$ cat config.mk
export PLATFORM = sky130hd
export DESIGN_NAME = bfa_bitmap_mem
export DESIGN_NICKNAME = d
export VERILOG_FILES = /design/src/design/bfa_pkg.sv /design/src/design/bfa_bitmap_mem.sv
export SDC_FILE = /design/constraint.sdc
export NUM_CORES = 2
export LEC_CHECK = 0
export ABC_AREA = 1
export BUFFER_PORTS_ARGS = -buffer_cell sky130_fd_sc_hd__buf_2
export CAP_MARGIN = 20
export CORE_ASPECT_RATIO = 1.4
export CORE_MARGIN = 2
export CORE_UTILIZATION = 44
export DETAILED_ROUTE_END_ITERATION = 16
export PLACE_DENSITY = 0.58
export SLEW_MARGIN = 20
export SYNTH_ARGS = -nofsm -noshare
export SYNTH_HDL_FRONTEND = slang
export SYNTH_SLANG_ARGS = --single-unit
$ cat constraint.sdc
create_clock -name clk_i -period 1.2 [get_ports clk_i]
set_input_delay 0 -clock clk_i [delete_from_list [all_inputs] [get_ports clk_i]]
set_output_delay 0 -clock clk_i [all_outputs]
set_load 0.01 [all_outputs]
$ cat src/design/bfa_pkg.sv
`default_nettype none

package bfa_pkg;

  // Geometry of the bitmap.
  localparam int unsigned FRAME_TOTAL = 4096;
  localparam int unsigned WORD_BITS   = 64;
  localparam int unsigned MAP_WORDS   = FRAME_TOTAL / WORD_BITS;
  localparam int unsigned WORD_AW     = $clog2(WORD_BITS);
  localparam int unsigned WORD_CW     = WORD_AW + 1;
  localparam int unsigned MAP_AW      = $clog2(MAP_WORDS);

  // Field widths of the request and result words.
  localparam int unsigned FRAME_W = 13;
  localparam int unsigned INDEX_W = 12;
  localparam int unsigned MODE_W  = 2;

  localparam logic [FRAME_W-1:0] LAST_FRAME = FRAME_W'(FRAME_TOTAL - 1);
  localparam logic [FRAME_W-1:0] MAP_END    = FRAME_W'(FRAME_TOTAL);

  // Request modes.
  localparam logic [MODE_W-1:0] MODE_ALLOC  = 2'd0;
  localparam logic [MODE_W-1:0] MODE_FREE   = 2'd1;
  localparam logic [MODE_W-1:0] MODE_MARK   = 2'd2;
  localparam logic [MODE_W-1:0] MODE_UNUSED = 2'd3;

  // Result status codes.
  localparam logic ST_OK  = 1'b0;
  localparam logic ST_OOM = 1'b1;

  // Configuration register indexes.
  localparam logic REG_RANGE_START = 1'b0;
  localparam logic REG_RANGE_LIMIT = 1'b1;

  // One step of the first-fit search over the current word.
  typedef struct packed {
    logic               found;
    logic [FRAME_W-1:0] next_f;
    logic [FRAME_W-1:0] next_run;
    logic [FRAME_W-1:0] next_cand;
  } scan_step_t;

endpackage

`default_nettype wire

$ cat src/design/bfa_bitmap_mem.sv
`default_nettype none

module bfa_bitmap_mem (
  input  wire logic                          clk_i,
  input  wire logic                          rst_ni,
  input  wire logic                          rd_en_i,
  input  wire logic [bfa_pkg::MAP_AW-1:0]    rd_addr_i,
  output logic      [bfa_pkg::WORD_BITS-1:0] rd_data_o,
  input  wire logic                          wr_en_i,
  input  wire logic [bfa_pkg::MAP_AW-1:0]    wr_addr_i,
  input  wire logic [bfa_pkg::WORD_BITS-1:0] wr_data_i
);
  import bfa_pkg::*;

  logic [WORD_BITS-1:0] mem_q [MAP_WORDS];
  logic [MAP_WORDS-1:0] valid_q;
  logic [WORD_BITS-1:0] rdata_q;
  logic                 rvalid_q;

  // A word never written since reset reads as all free.
  always_ff @(posedge clk_i or negedge rst_ni) begin
    if (!rst_ni) begin
      valid_q  <= '0;
      rvalid_q <= 1'b0;
    end else begin
      if (wr_en_i) begin
        valid_q[wr_addr_i] <= 1'b1;
      end
      if (rd_en_i) begin
        rvalid_q <= valid_q[rd_addr_i];
      end
    end
  end

  always_ff @(posedge clk_i) begin
    if (wr_en_i) begin
      mem_q[wr_addr_i] <= wr_data_i;
    end
    if (rd_en_i) begin
      rdata_q <= mem_q[rd_addr_i];
    end
  end

  assign rd_data_o = rvalid_q ? rdata_q : '0;

endmodule

`default_nettype wire

# After elaboration in Yosys (flattened, before gate mapping)
# Memories as Yosys holds them, arrays and structs flattened. A register that Yosys moved wholly into a read port is not among the register bits.
# Cells that the tools add are included.
[classes]
addsub = 0
mul = 0
div = 0
n_lt_le_gt_ge = 3
eq_ne = 0
n_shift = 0
n_mux = 7
bitwise = 1
reduce_logical = 1
[op_table]
columns = ["op", "count"]
rows = [
  ["$mux W64", 1],
  ["$or A64 B64 Y64", 1],
  ["$lt A6 B7 Y1 const B", 2],
  ["$bmux W1 S6", 1],
  ["$demux W1 S6", 1],
  ["$ge A6 B1 Y1 const B", 1],
  ["$mux W1", 4],
  ["$logic_and A1 B1 Y1", 1],
]
[word_totals]
ff_bits = 65
latchBits = 0
mem_bits_rw = 4096
romBits = 0
input_bits = 80
out_inout_bits = 64
memories = 1
[memory_table]
columns = ["memory", "depth", "width", "read_ports", "rd_ports_with_merged_regs", "write_ports", "line_no", "rtl"]
rows = [
  ["mem_q", 64, 64, 1, 1, 1, "bfa_bitmap_mem.sv:15", "logic [WORD_BITS-1:0] mem_q [MAP_WORDS];"],
]

# Depth between registers and ports, before layout
[depth]
word_depth = 5
mapped_depth = 13

# Least setup slack after synthesis
# Ideal clock, no wire load.
[synth_timing]
path_kind = "input -> register"
from = "input wr_addr_i[1] (netlist name)"
to = "register valid_q[50]"
setup_time_ps = 104
t_arrival_ps = 7323
path_slack_ps = -6226
stages = 4
path_cell_list = "clkbuf_1 -> clkinv_1 -> nor4_1 -> or2_2"
[synth_via]
elab_chain_cells = 5
[synth_rtl]
columns = ["element", "line_no", "rtl"]
rows = [
  ["start: declaration", "bfa_bitmap_mem.sv:10", "input wire logic [bfa_pkg::MAP_AW-1:0] wr_addr_i,"],
  ["$lt A6 B7 Y1 (implied by the code) / $ge A6 B1 Y1 (equally long branches)", "bfa_bitmap_mem.sv:27", "valid_q[wr_addr_i] <= 1'b1;"],
  ["$logic_and A1 B1 Y1 (implied by the code)", "bfa_bitmap_mem.sv:27", ""],
  ["$mux W1 (implied by the code)", "bfa_bitmap_mem.sv:27", ""],
  ["$demux W1 S6 *", "bfa_bitmap_mem.sv:27", ""],
  ["$or A64 B64 Y64 (no source line) *", "n/a", ""],
  ["end signal: assignment", "bfa_bitmap_mem.sv:23", "valid_q <= '0;"],
  ["end signal: indexed assignment", "bfa_bitmap_mem.sv:27", ""],
  ["end: declaration", "bfa_bitmap_mem.sv:16", "logic [MAP_WORDS-1:0] valid_q;"],
]
# Mark *: on every way between the ends. The rest lies on a longest branch, timed or not.
# A chain may end at the register's enable or synchronous reset.

# Final worst setup path
[layout_timing]
from = "register rvalid_q"
to = "output rd_data_o[37] (netlist name)"
[layout_via]
elab_chain_cells = 1
[layout_rtl]
columns = ["element", "line_no", "rtl"]
rows = [
  ["start: declaration", "bfa_bitmap_mem.sv:18", "logic rvalid_q;"],
  ["start signal: assignment", "bfa_bitmap_mem.sv:30", "rvalid_q <= valid_q[rd_addr_i];"],
  ["$mux W64", "bfa_bitmap_mem.sv:44", "assign rd_data_o = rvalid_q ? rdata_q : '0;"],
  ["end: declaration", "bfa_bitmap_mem.sv:8", "output logic [bfa_pkg::WORD_BITS-1:0] rd_data_o,"],
]
# Every way passes these cells.

==> metrics.yaml <==
placed_design:
  detailed_place.area_sq_mm: 0.190
  hpwl_mm: 364
  gp_congestion: 0.868
  dp.cells: 19200
  io_buffers: 143
job:
  maxCapViolCount: 0
sta:
  drv_slew: 0
  setup_viol: 151
  period_minus_slack_ps: 2080
  layout_setup_ws_ps: -884
  rsz0062_at_grt: "true"
  fin_hold_ws_ps: -104
  fin_skew_ps: 63.5
  period_share: 1.74
  worst_slew_pin_slew_ps: 1120
  max_slew_margin: 0.252
  setup_tns_ps: -73090
  hold_viol_final: 33
  max_freq_mhz: 480
floorplan:
  rows: 268
  die_h_um: 735
  die_w_um: 526
  die_area_sq_mm: 0.387
  ios: 144
  core_sq_mm: 0.380
  initial_core_util: 0.442
critical_path:
  crit_start: "rvalid_q$_DFFE_PN0P_"
  critPathTopFamily: "flip-flops"
  worst_path_max_delay_cell: "dfrtp_4"
  rr_endpoint: "rdata_q[11]$_DFFE_PP_"
  cp.arrival_ps: 2080
  end_kind: "output pin"
  r2r-start: "mem_q[5][11]$_DFFE_PP_"
  r2r.worst_path.cells: 8
  worst_path_most_repeated_cell: "buf_12"
  critical_path_required_ps: 1200
  path_max_fanout: 23
  path_buf_inv: 4
  rrSetupSlack_ps: -190
  cp-start-kind: "flop"
  critPathKind: "flop to output pin"
  slowest_delay_ps: 520
  path_cells: "buf_12 -> buf_12 -> nand2_1 -> inv_1 -> buf_2"
drt:
  vias: 117000
  dr.pass1.iters: 6
  ant_nets: 0
  routedWlPerCell_um: 28.8
  wl_mm: 578
  initialDrtViolationCount: 13800
  route.detailed.drc: 0
  vias_per_cell: 5.85
logic_synthesis:
  ys_seq_area_frac: 0.753
  synth_top_area_share: 0.744
  synth.distinct_cells: 21
  ys_ff_latch: 4225
  synth_edf_count: 4160
  synth_area_leader_cell: "edfxtp_1"
  synth_warnings: 0
  syn_area_per_cell_sq_um: 12.4
  netlist_instances: 13600
  synth_area_leaders: "edfxtp_1 (74%), nand3_1 (9.0%), nand2_1 (7.9%), o21ai_0 (1.9%), nor2_1 (1.3%)"
  async_reset_ff_frac: 0.0154
  synthTopCellsByCount: "edfxtp_1 (4160), nand2_1 (3527), nand3_1 (3014)"
  syn_area_sq_mm: 0.168
  yosysMostFrequentCell: "edfxtp_1"
  syn_nets: 13600
  synthFlopType: "edfxtp_1"
clock_network:
  path_clk_slew_ps: 60
  cts_max_path_buffers: 4
  cts_tree: "built"
  insertion_delay_ps: 960
  cts_buffers: 394
  cts_sinks: 4225
  h-tree-depth: 5
  cts_root_buffer: "clkbuf_16"
layout:
  drive_above_1_share: 0.190
  area_delta_synth_final_pct: 23.1
  nets: 14800
  multiInputGateArea_sq_mm: 0.0396
  final_cell_area_sq_mm: 0.207
  seqCellArea_sq_mm: 0.127
  fin_cells: 20100
  fillers: 31300
hold_path:
  whs_endpoint: "mem_q[48][18]$_DFFE_PP_"
  whs_path_depth: 4
  hold_class: "input port to flop"
  min_from: "wr_addr_i[2]"
grt:
  grt_pass1_wl_mm: 820
  overflow: 0
  grt_antenna_before_repair: 19
  grt_max_degree: 101
  grt.total_usage: 0.293
  grt_pass1_vias: 112000
pwr:
  power_leakage_nw: 74.3
  p_per_area_mw_per_mm2: 1520
  ir_drop_v: 0.00126
outcome:
  violations: "hold timing, setup timing"
  outcome: "complete, but fails checks"
[worst max-delay path by stage]
| stage | endpoint | slack (ps) | cells after the start |
|---|---|---|---|
| global route | rd_data_o[32] | -920 | 5 |
| floorplan | mem_q[50][0]$_DFFE_PP_ | -2240 | 3 |
| global placement | rdata_q[50]$_DFFE_PP_ | -880 | 13 |
| detailed placement | rdata_q[50]$_DFFE_PP_ | -890 | 13 |
| CTS | rd_data_o[52] | -910 | 5 |
| finish | rd_data_o[37] | -880 | 5 |
[what timing repair did]
| action | in CTS | in global routing |
|---|---|---|
| gates resized for setup | 598 | 467 |
| setup buffers | 5 | 2 |
| endpoints found under the hold margin | 4507 | 77 |
| gates cloned | 2 | 1 |
| setup endpoints to repair | 129 | 244 |
| pin swaps | 266 | 246 |
| hold buffers | 119 | 15 |
[cell type report]
class	count	share of cell area
antenna	13	0.000157
clock buffer	471	0.0497
clock inverter	235	0.0110
inverter	205	0.00408
multi-input combinational	8214	0.191
sequential	4225	0.612
tap	4995	0.0302
timing repair buffer	1705	0.102
[metal layers]
| layer | wire, um | vias to the layer above | GRT usage | part of all wire |
|---|---|---|---|---|
| li1 | - | 51100 | - | - |
| met4 | 28800 | 14 | 0.129 | 0.050 |
| met3 | 48700 | 1227 | 0.0412 | 0.084 |
| met1 | 221000 | 59200 | 0.387 | 0.38 |
| met5 | 92 | - | 0 | 0.00016 |
| met2 | 280000 | 5886 | 0.485 | 0.48 |
[placed cells by master (no fill, tap or decap), types with 249 or more instances in the layout]
master	Yosys	routed
buf_4	93	835
nand3_2	0	309
buf_12	0	642
o21ai_1	0	345
nor2_1	568	502
nand3_1	3014	2696
edfxtp_1	4160	4160
nand2_1	3527	3383
clkbuf_16	0	402
o21ai_0	640	249
[metrics by stage]
stage / utilization / power, mW / setup slack [ps]
detailed placement: 0.500 / 190 / -892
global placement: 0.500 / 190 / -881
CTS: 0.540 / 314 / -907
finish: 0.544 / 314 / -884
global route: 0.544 / 322 / -916
floorplan: - / 178 / -2240
[report_power, final]
group / total [mW] / switching, mW / internal (mW)
combinational: 24.1 / 15.8 / 8.25
sequential: 165 / 0.840 / 164
clock: 126 / 55.4 / 70.2
[sequential cells by signal (all words and copies together) (netlist names)]
register,cells
rdata_q,64
valid_q,64
mem_q,4096
rvalid_q,1
[cells by family after synthesis]
| group | count (synthesis) | share of synthesized area |
|---|---|---|
| and+or+nand+nor | 7190 | 0.184 |
| DFF | 4225 | 0.753 |
| buffers and inverters | 1123 | 0.0301 |
| AOI/OAI and AO/OA | 1024 | 0.0324 |
[worst min-delay path: cells and delay by family]
family / cells / cell delay, ps
buffers and inverters: 3 / 530
and+or+nand+nor: 1 / 80
No activity file was read; power rests on OpenSTA's default activity.
