`src/design/bfa_pkg.sv`:
```
`default_nettype none

package bfa_pkg;

  // Geometry of the bitmap.
  localparam int unsigned FRAME_TOTAL = 4096;
  localparam int unsigned WORD_BITS   = 64;
  localparam int unsigned MAP_WORDS   = FRAME_TOTAL / WORD_BITS;
  localparam int unsigned WORD_AW     = $clog2(WORD_BITS);
  localparam int unsigned WORD_CW     = WORD_AW + 1;
  localparam int unsigned MAP_AW      = $clog2(MAP_WORDS);

  // Field widths of the request and result words.
  localparam int unsigned FRAME_W = 13;
  localparam int unsigned INDEX_W = 12;
  localparam int unsigned MODE_W  = 2;

  localparam logic [FRAME_W-1:0] LAST_FRAME = FRAME_W'(FRAME_TOTAL - 1);
  localparam logic [FRAME_W-1:0] MAP_END    = FRAME_W'(FRAME_TOTAL);

  // Request modes.
  localparam logic [MODE_W-1:0] MODE_ALLOC  = 2'd0;
  localparam logic [MODE_W-1:0] MODE_FREE   = 2'd1;
  localparam logic [MODE_W-1:0] MODE_MARK   = 2'd2;
  localparam logic [MODE_W-1:0] MODE_UNUSED = 2'd3;

  // Result status codes.
  localparam logic ST_OK  = 1'b0;
  localparam logic ST_OOM = 1'b1;

  // Configuration register indexes.
  localparam logic REG_RANGE_START = 1'b0;
  localparam logic REG_RANGE_LIMIT = 1'b1;

  // One step of the first-fit search over the current word.
  typedef struct packed {
    logic               found;
    logic [FRAME_W-1:0] next_f;
    logic [FRAME_W-1:0] next_run;
    logic [FRAME_W-1:0] next_cand;
  } scan_step_t;

endpackage

`default_nettype wire

```
`src/design/bfa_word_unit.sv`:
```
`default_nettype none

module bfa_word_unit (
  input  wire logic [bfa_pkg::WORD_BITS-1:0] word_i,
  input  wire logic [bfa_pkg::FRAME_W-1:0]   f_i,
  input  wire logic [bfa_pkg::FRAME_W-1:0]   end_i,
  input  wire logic [bfa_pkg::FRAME_W-1:0]   run_i,
  input  wire logic [bfa_pkg::FRAME_W-1:0]   cand_i,
  input  wire logic [bfa_pkg::FRAME_W-1:0]   count_i,
  input  wire logic [bfa_pkg::INDEX_W-1:0]   last_i,
  output bfa_pkg::scan_step_t                step_o,
  output logic      [bfa_pkg::WORD_BITS-1:0] mask_o
);
  import bfa_pkg::*;

  logic [WORD_AW-1:0]   pos;
  logic [WORD_BITS-1:0] shifted;
  logic [WORD_CW-1:0]   word_rem;
  logic [FRAME_W-1:0]   lim_rem;
  logic [WORD_CW-1:0]   lim;
  logic [WORD_CW-1:0]   used_at;
  logic [WORD_CW-1:0]   span;
  logic                 hit;
  logic [FRAME_W-1:0]   run_sum;
  logic [WORD_AW-1:0]   end_bit;

  // Priority encoder: position of the lowest used frame, WORD_BITS if none.
  function automatic logic [WORD_CW-1:0] first_one(input logic [WORD_BITS-1:0] v);
    logic [WORD_CW-1:0] k;
    k = WORD_CW'(WORD_BITS);
    for (int i = WORD_BITS - 1; i >= 0; i--) begin
      if (v[i]) begin
        k = WORD_CW'(i);
      end
    end
    return k;
  endfunction

  always_comb begin
    pos      = f_i[WORD_AW-1:0];
    shifted  = word_i >> pos;
    word_rem = WORD_CW'(WORD_BITS) - {1'b0, pos};
    lim_rem  = end_i - f_i;
    lim      = (lim_rem < FRAME_W'(word_rem)) ? lim_rem[WORD_CW-1:0] : word_rem;
    used_at  = first_one(shifted);
    hit      = used_at < lim;
    span     = hit ? used_at : lim;
    run_sum  = run_i + FRAME_W'(span);

    step_o.found = run_sum >= count_i;
    if (hit) begin
      step_o.next_f    = f_i + FRAME_W'(used_at) + FRAME_W'(1);
      step_o.next_run  = '0;
      step_o.next_cand = f_i + FRAME_W'(used_at) + FRAME_W'(1);
    end else begin
      step_o.next_f    = f_i + FRAME_W'(span);
      step_o.next_run  = run_sum;
      step_o.next_cand = cand_i;
    end
  end

  // Bit mask of the run's frames that fall into the current word.
  always_comb begin
    end_bit = (f_i[INDEX_W-1:WORD_AW] == last_i[INDEX_W-1:WORD_AW]) ?
              last_i[WORD_AW-1:0] : WORD_AW'(WORD_BITS - 1);
    mask_o  = ({WORD_BITS{1'b1}} << f_i[WORD_AW-1:0]) &
              ({WORD_BITS{1'b1}} >> (WORD_AW'(WORD_BITS - 1) - end_bit));
  end

endmodule

`default_nettype wire

```
`config.mk`:
```
export PLATFORM = sky130hd
export DESIGN_NAME = bfa_word_unit
export DESIGN_NICKNAME = d
export VERILOG_FILES = /design/src/design/bfa_pkg.sv /design/src/design/bfa_word_unit.sv
export SDC_FILE = /design/constraint.sdc
export NUM_CORES = 1
export LEC_CHECK = 0
export ABC_CLOCK_PERIOD_IN_PS = 31100
export BUFFER_PORTS_ARGS = -buffer_cell sky130_fd_sc_hd__buf_2
export CAP_MARGIN = 30
export CORE_MARGIN = 4
export CORE_UTILIZATION = 44
export DETAILED_ROUTE_END_ITERATION = 12
export PLACE_DENSITY = 0.68
export SETUP_SLACK_MARGIN = 0.5
export SLEW_MARGIN = 20
export SYNTH_ARGS = -nofsm -noshare
export SYNTH_HDL_FRONTEND = slang
export SYNTH_SLANG_ARGS = --single-unit
```
`constraint.sdc`:
```
create_clock -name vclk -period 31.1
set_clock_uncertainty 0.05 [all_clocks]
set_input_delay 3.11 -clock vclk [all_inputs]
set_output_delay 3.11 -clock vclk [all_outputs]
set_load 0.01 [all_outputs]
```
# Yosys cells after proc, flatten, opt, wreduce, memory -nomap -nowiden
# Index checks and enable logic that the tools add are counted.
dict set report word_totals {
  ff_bits 0
  wordCells 83
}
dict set report classes {
  n_eq_ne 1
  bitwise 1
  muxes 68
  add_sub_neg 7
  magnitude_cmp 3
  shift 3
}
# operator n
set ops {}
lappend ops {{7-bit 2-to-1 mux} 66}
lappend ops {{64-bit AND} 1}
lappend ops {{64-bit by 6-bit left shift with 64-bit output, first input constant} 1}
lappend ops {{64-bit by 6-bit right shift with 64-bit output} 1}
lappend ops {{64-bit by 6-bit right shift with 64-bit output, first input constant} 1}
lappend ops {{13-bit by 7-bit adder with 13-bit output} 3}
lappend ops {{39-bit 2-to-1 mux} 1}
lappend ops {{13-bit by 1-bit adder with 13-bit output, second input constant} 1}
lappend ops {{13-bit greater-or-equal comparator} 1}
lappend ops {{13-bit by 7-bit < comparator with 1-bit output} 1}
lappend ops {{13-bit subtractor} 1}
lappend ops {{7-bit < comparator} 1}
lappend ops {{7-bit by 6-bit subtractor with 7-bit output, first input constant} 1}
lappend ops {{6-bit equality test} 1}
lappend ops {{6-bit 2-to-1 mux} 1}
lappend ops {{6-bit subtractor, first input constant} 1}

# Depth between registers and ports, before layout
dict set report logic_depth {
  ltp_word 69
  mapped_depth 46
  ltp_nobuf 41
}

# Worst setup path before layout
# Ideal clock, no wire load.
dict set report synth_path {
  path_kind {input-to-output}
  start {input port f_i[4] in the netlist's numbering}
  end {output port step_o[39] in the netlist's numbering}
  path_slack_ns 16.593
  t_required_ns 27.940
  cell_stages 43
  arrival_ns 11.347
  path_cell_list {inv_1 -> clkbuf_1 -> buf_1 -> clkbuf_1 -> buf_1 -> buf_1 -> ha_1 -> o21ai_0 -> a21oi_1 -> o41a_1 -> or3_1 -> a211oi_1 -> o2111a_1 -> clkbuf_1 -> nor2_1 -> a21oi_1 -> ha_1 -> a21o_1 -> [... 7 more ...] -> a21oi_1 -> ha_1 -> a21o_1 -> a21oi_1 -> o21bai_1 -> a21oi_1 -> o21bai_1 -> a21oi_1 -> xnor2_1 -> ha_1 -> a21o_1 -> a21oi_1 -> o21ai_0 -> a21oi_1 -> nor2b_1 -> o21ai_0 -> nand2_1 -> a21o_1}
}
# item line
set synth_lines {}
lappend synth_lines {{start: declaration} bfa_word_unit.sv:5} ;# input wire logic [bfa_pkg::FRAME_W-1:0] f_i,
lappend synth_lines {{end: declaration} bfa_word_unit.sv:11} ;# output bfa_pkg::scan_step_t step_o,

==> impl_summary.log <==
INFO  metric run_status = complete, no violations
INFO  metric worstPathMaxFanout = 46
INFO  metric post_synthesis_mux_area_share = 31.9%
INFO  metric crit_path_largest_cell_delay = 0.71 ns
INFO  metric final_hold_viol_count = 0
INFO  metric die_height = 157 µm
INFO  metric post_synthesis_xor_xnor_area_fraction = 4.32%
INFO  metric maximum_operating_frequency = 64.0 MHz
INFO  metric post_synth.cell_area_avg = 7.64 µm²
INFO  metric final_util = 50.4%
INFO  metric drtIter0Drc = 1,438
INFO  metric pre_cts_slack = 15.51 ns
INFO  metric detail_route.wl_per_cell = 23.3 µm
INFO  metric final-seq-area = 0 µm²
INFO  metric drv_cap = 0
INFO  metric synth.largest_area_cell = sky130_fd_sc_hd__mux4_2
INFO  metric synthesis.area = 9730 µm²
INFO  metric hpwlAfterDp = 31,400 µm
INFO  metric synthDominantCellAreaShare = 19.5%
INFO  metric rows = 54
INFO  metric netlist_top_cells_count = sky130_fd_sc_hd__nor2_1, sky130_fd_sc_hd__nand2_1, sky130_fd_sc_hd__a21oi_1, sky130_fd_sc_hd__mux4_2
INFO  metric cts_setup_buffers = 0
INFO  metric port-buffer-count = 245
INFO  metric cp_capture_type = primary output
INFO  metric worstSetupPathType = in -> out
INFO  metric postPlaceCellArea = 10,900 µm²
INFO  metric count_leader_synth = sky130_fd_sc_hd__nor2_1
INFO  metric clkbuf_count = 0
INFO  metric synth_compound_gate_area_share = 27.2%
INFO  metric power.density_cell_area = 21.4 nW/µm²
INFO  metric grt_max_degree = 80
INFO  metric globalRoute.totalOverflow = 0
INFO  metric wl = 39,900 µm
INFO  metric post-route-min-period = 15.63 ns
INFO  metric netlist-cell-type-count = 80
INFO  metric path_common_cell = sky130_fd_sc_hd__a21oi_1
INFO  metric detail_route.drc_violations = 0
INFO  metric fin_nets = 1,649
INFO  metric peakVddDrop = 10.7 µV
INFO  metric route.detailed.vias_per_inst = 6.74
INFO  metric die_x = 157 µm
INFO  metric post_synth_main_area_contributors = sky130_fd_sc_hd__mux4_2, sky130_fd_sc_hd__ha_1, sky130_fd_sc_hd__mux2i_1, sky130_fd_sc_hd__mux2_2, sky130_fd_sc_hd__a21oi_1
INFO  metric setup-violations-final = 0
INFO  metric grt.total_usage = 30.8%
INFO  metric post-route-worst-setup-slack = 15.47 ns
INFO  metric antenna_cells_inserted = 0
INFO  metric slew_headroom = 34.4%
INFO  metric final_design_area_no_fill = 11,000 µm²
INFO  metric design.portCount = 245
INFO  metric fp.coreArea = 21,800 µm²
INFO  metric yosysSeqAreaShare = 0%
INFO  metric seq_cells = 0
INFO  metric global_route_wire_length_before_repair = 61,500 µm
INFO  metric grt_pass1_vias = 10,886
INFO  metric timing_worst_slew_pin_value = 0.984 ns
INFO  metric layout_worst_path_cycle_share = 50.3%
INFO  metric post_cts_resize_count = 0
INFO  metric yosysWarnings = 0
INFO  metric power.static_leakage = 4.79 nW
INFO  metric route.vias.total = 11,581
INFO  metric drive_gt1_share = 29.2%
INFO  metric flow.area_growth_from_synthesis = 12.7%
INFO  metric worst_ep_required_time = 27.94 ns
INFO  metric timing.critical_path.slowest_stage_cell = sky130_fd_sc_hd__buf_4
INFO  metric fin_tns_setup = 0 ns
INFO  metric final_max_slew_viol_count = 0
INFO  metric synth-adder-area-share = 9.19%
INFO  metric hold_class = in -> out
INFO  metric largest_family_of_logic_cells_by_synthesized_area = multiplexers
INFO  metric synth_cells = 1,273
INFO  metric cts.hold.buffers_added = 0
INFO  metric die_area = 24,500 µm²
INFO  metric synth_nets = 1,483
INFO  metric synth_simple_gate_area_share = 20.6%
INFO  metric crit_path_start_kind = input pin
INFO  metric final_antenna_net_count = 0
INFO  metric critPathArrivalTime = 12.47 ns
INFO  metric design_power_total = 0.000235 W
INFO  metric initial_utilization = 44.7%
INFO  metric gp_routability_congestion = 1.05
INFO  metric grt_setup_unrepaired = no
INFO  metric detailedRoute.firstPassIterationCount = 8
INFO  metric antenna_found_initial = 0
==> path summary, 6_finish.rpt <==
path / from / endpoint / slack [ns] / cells past startpoint
worst max-delay path: f_i[1] / step_o[39] / 15.47 / 36
worst min-delay path: cand_i[2] / step_o[2] / 6.46 / 4
==> worst max-delay path: cells and delay by family <==
kind / cells / cell delay (ns)
AND/OR/NAND/NOR: 10 / 2.12
adder cells (fa/ha/maj): 3 / 0.81
buffers and inverters: 3 / 1.28
XOR/XNOR: 1 / 0.17
multiplexers: 3 / 1.64
AO/OA/AOI/OAI: 16 / 3.24
==> logic make-up after synthesis <==
| family | Yosys count |
|---|---|
| AOI/OAI and AO/OA | 390 |
| xor gates and xnor gates | 48 |
| adders and majority gates | 69 |
| buffers and inverters | 151 |
| muxes | 196 |
| and+or+nand+nor | 419 |
==> area by class of cell <==
class,instances,area (µm²)
multi-input combinational,1122,9060
inverter,53,199
fill,2202,10800
tap,280,350
timing repair buffer,262,1360
==> per-layer routing <==
layer	GRT usage (%)	up-vias	part of all wire [%]
li1	-	5238	-
met1	41.8	5484	40
met2	49.6	739	45
met3	4.09	120	10
met4	12.4	0	5.1
met5	0	-	0
==> per-stage QoR <==
| step | instances | hold WS (ns) |
|---|---|---|
| final | 1717 | 6.46 |
| after CTS | 1715 | 6.46 |
| after global routing | 1717 | 6.49 |
| after detailed placement | 1715 | 6.46 |
| after floorplan | 1273 | 6.25 |
| after global placement | 1715 | 6.46 |
==> where the power goes <==
part           total (W)  internal [W]  switching [W]
Combinational   0.000235     0.0000967       0.000138
Clock                  0             0              0
Sequential             0             0              0
==> cell usage in the layout, fill, tap and decap left out, types with 9 or more instances in the layout <==
master	count
sky130_fd_sc_hd__a211oi_1	32
sky130_fd_sc_hd__a21o_1	24
sky130_fd_sc_hd__a21oi_1	93
sky130_fd_sc_hd__a221oi_1	15
sky130_fd_sc_hd__a31oi_1	22
sky130_fd_sc_hd__and2_1	21
sky130_fd_sc_hd__buf_2	243
sky130_fd_sc_hd__buf_4	19
sky130_fd_sc_hd__ha_1	65
sky130_fd_sc_hd__inv_1	49
sky130_fd_sc_hd__mux2_2	44
sky130_fd_sc_hd__mux2i_1	65
sky130_fd_sc_hd__mux4_2	84
sky130_fd_sc_hd__nand2_1	114
sky130_fd_sc_hd__nand2b_1	16
sky130_fd_sc_hd__nand3_1	23
sky130_fd_sc_hd__nor2_1	120
sky130_fd_sc_hd__nor2b_1	26
sky130_fd_sc_hd__nor3_1	33
sky130_fd_sc_hd__o211ai_1	16
sky130_fd_sc_hd__o21a_1	17
sky130_fd_sc_hd__o21ai_0	65
sky130_fd_sc_hd__o21bai_1	9
sky130_fd_sc_hd__o22ai_1	14
sky130_fd_sc_hd__or2_2	16
sky130_fd_sc_hd__or3_1	10
sky130_fd_sc_hd__xnor2_1	29
sky130_fd_sc_hd__xor2_1	19
Power figures use the tool's default switching activity.
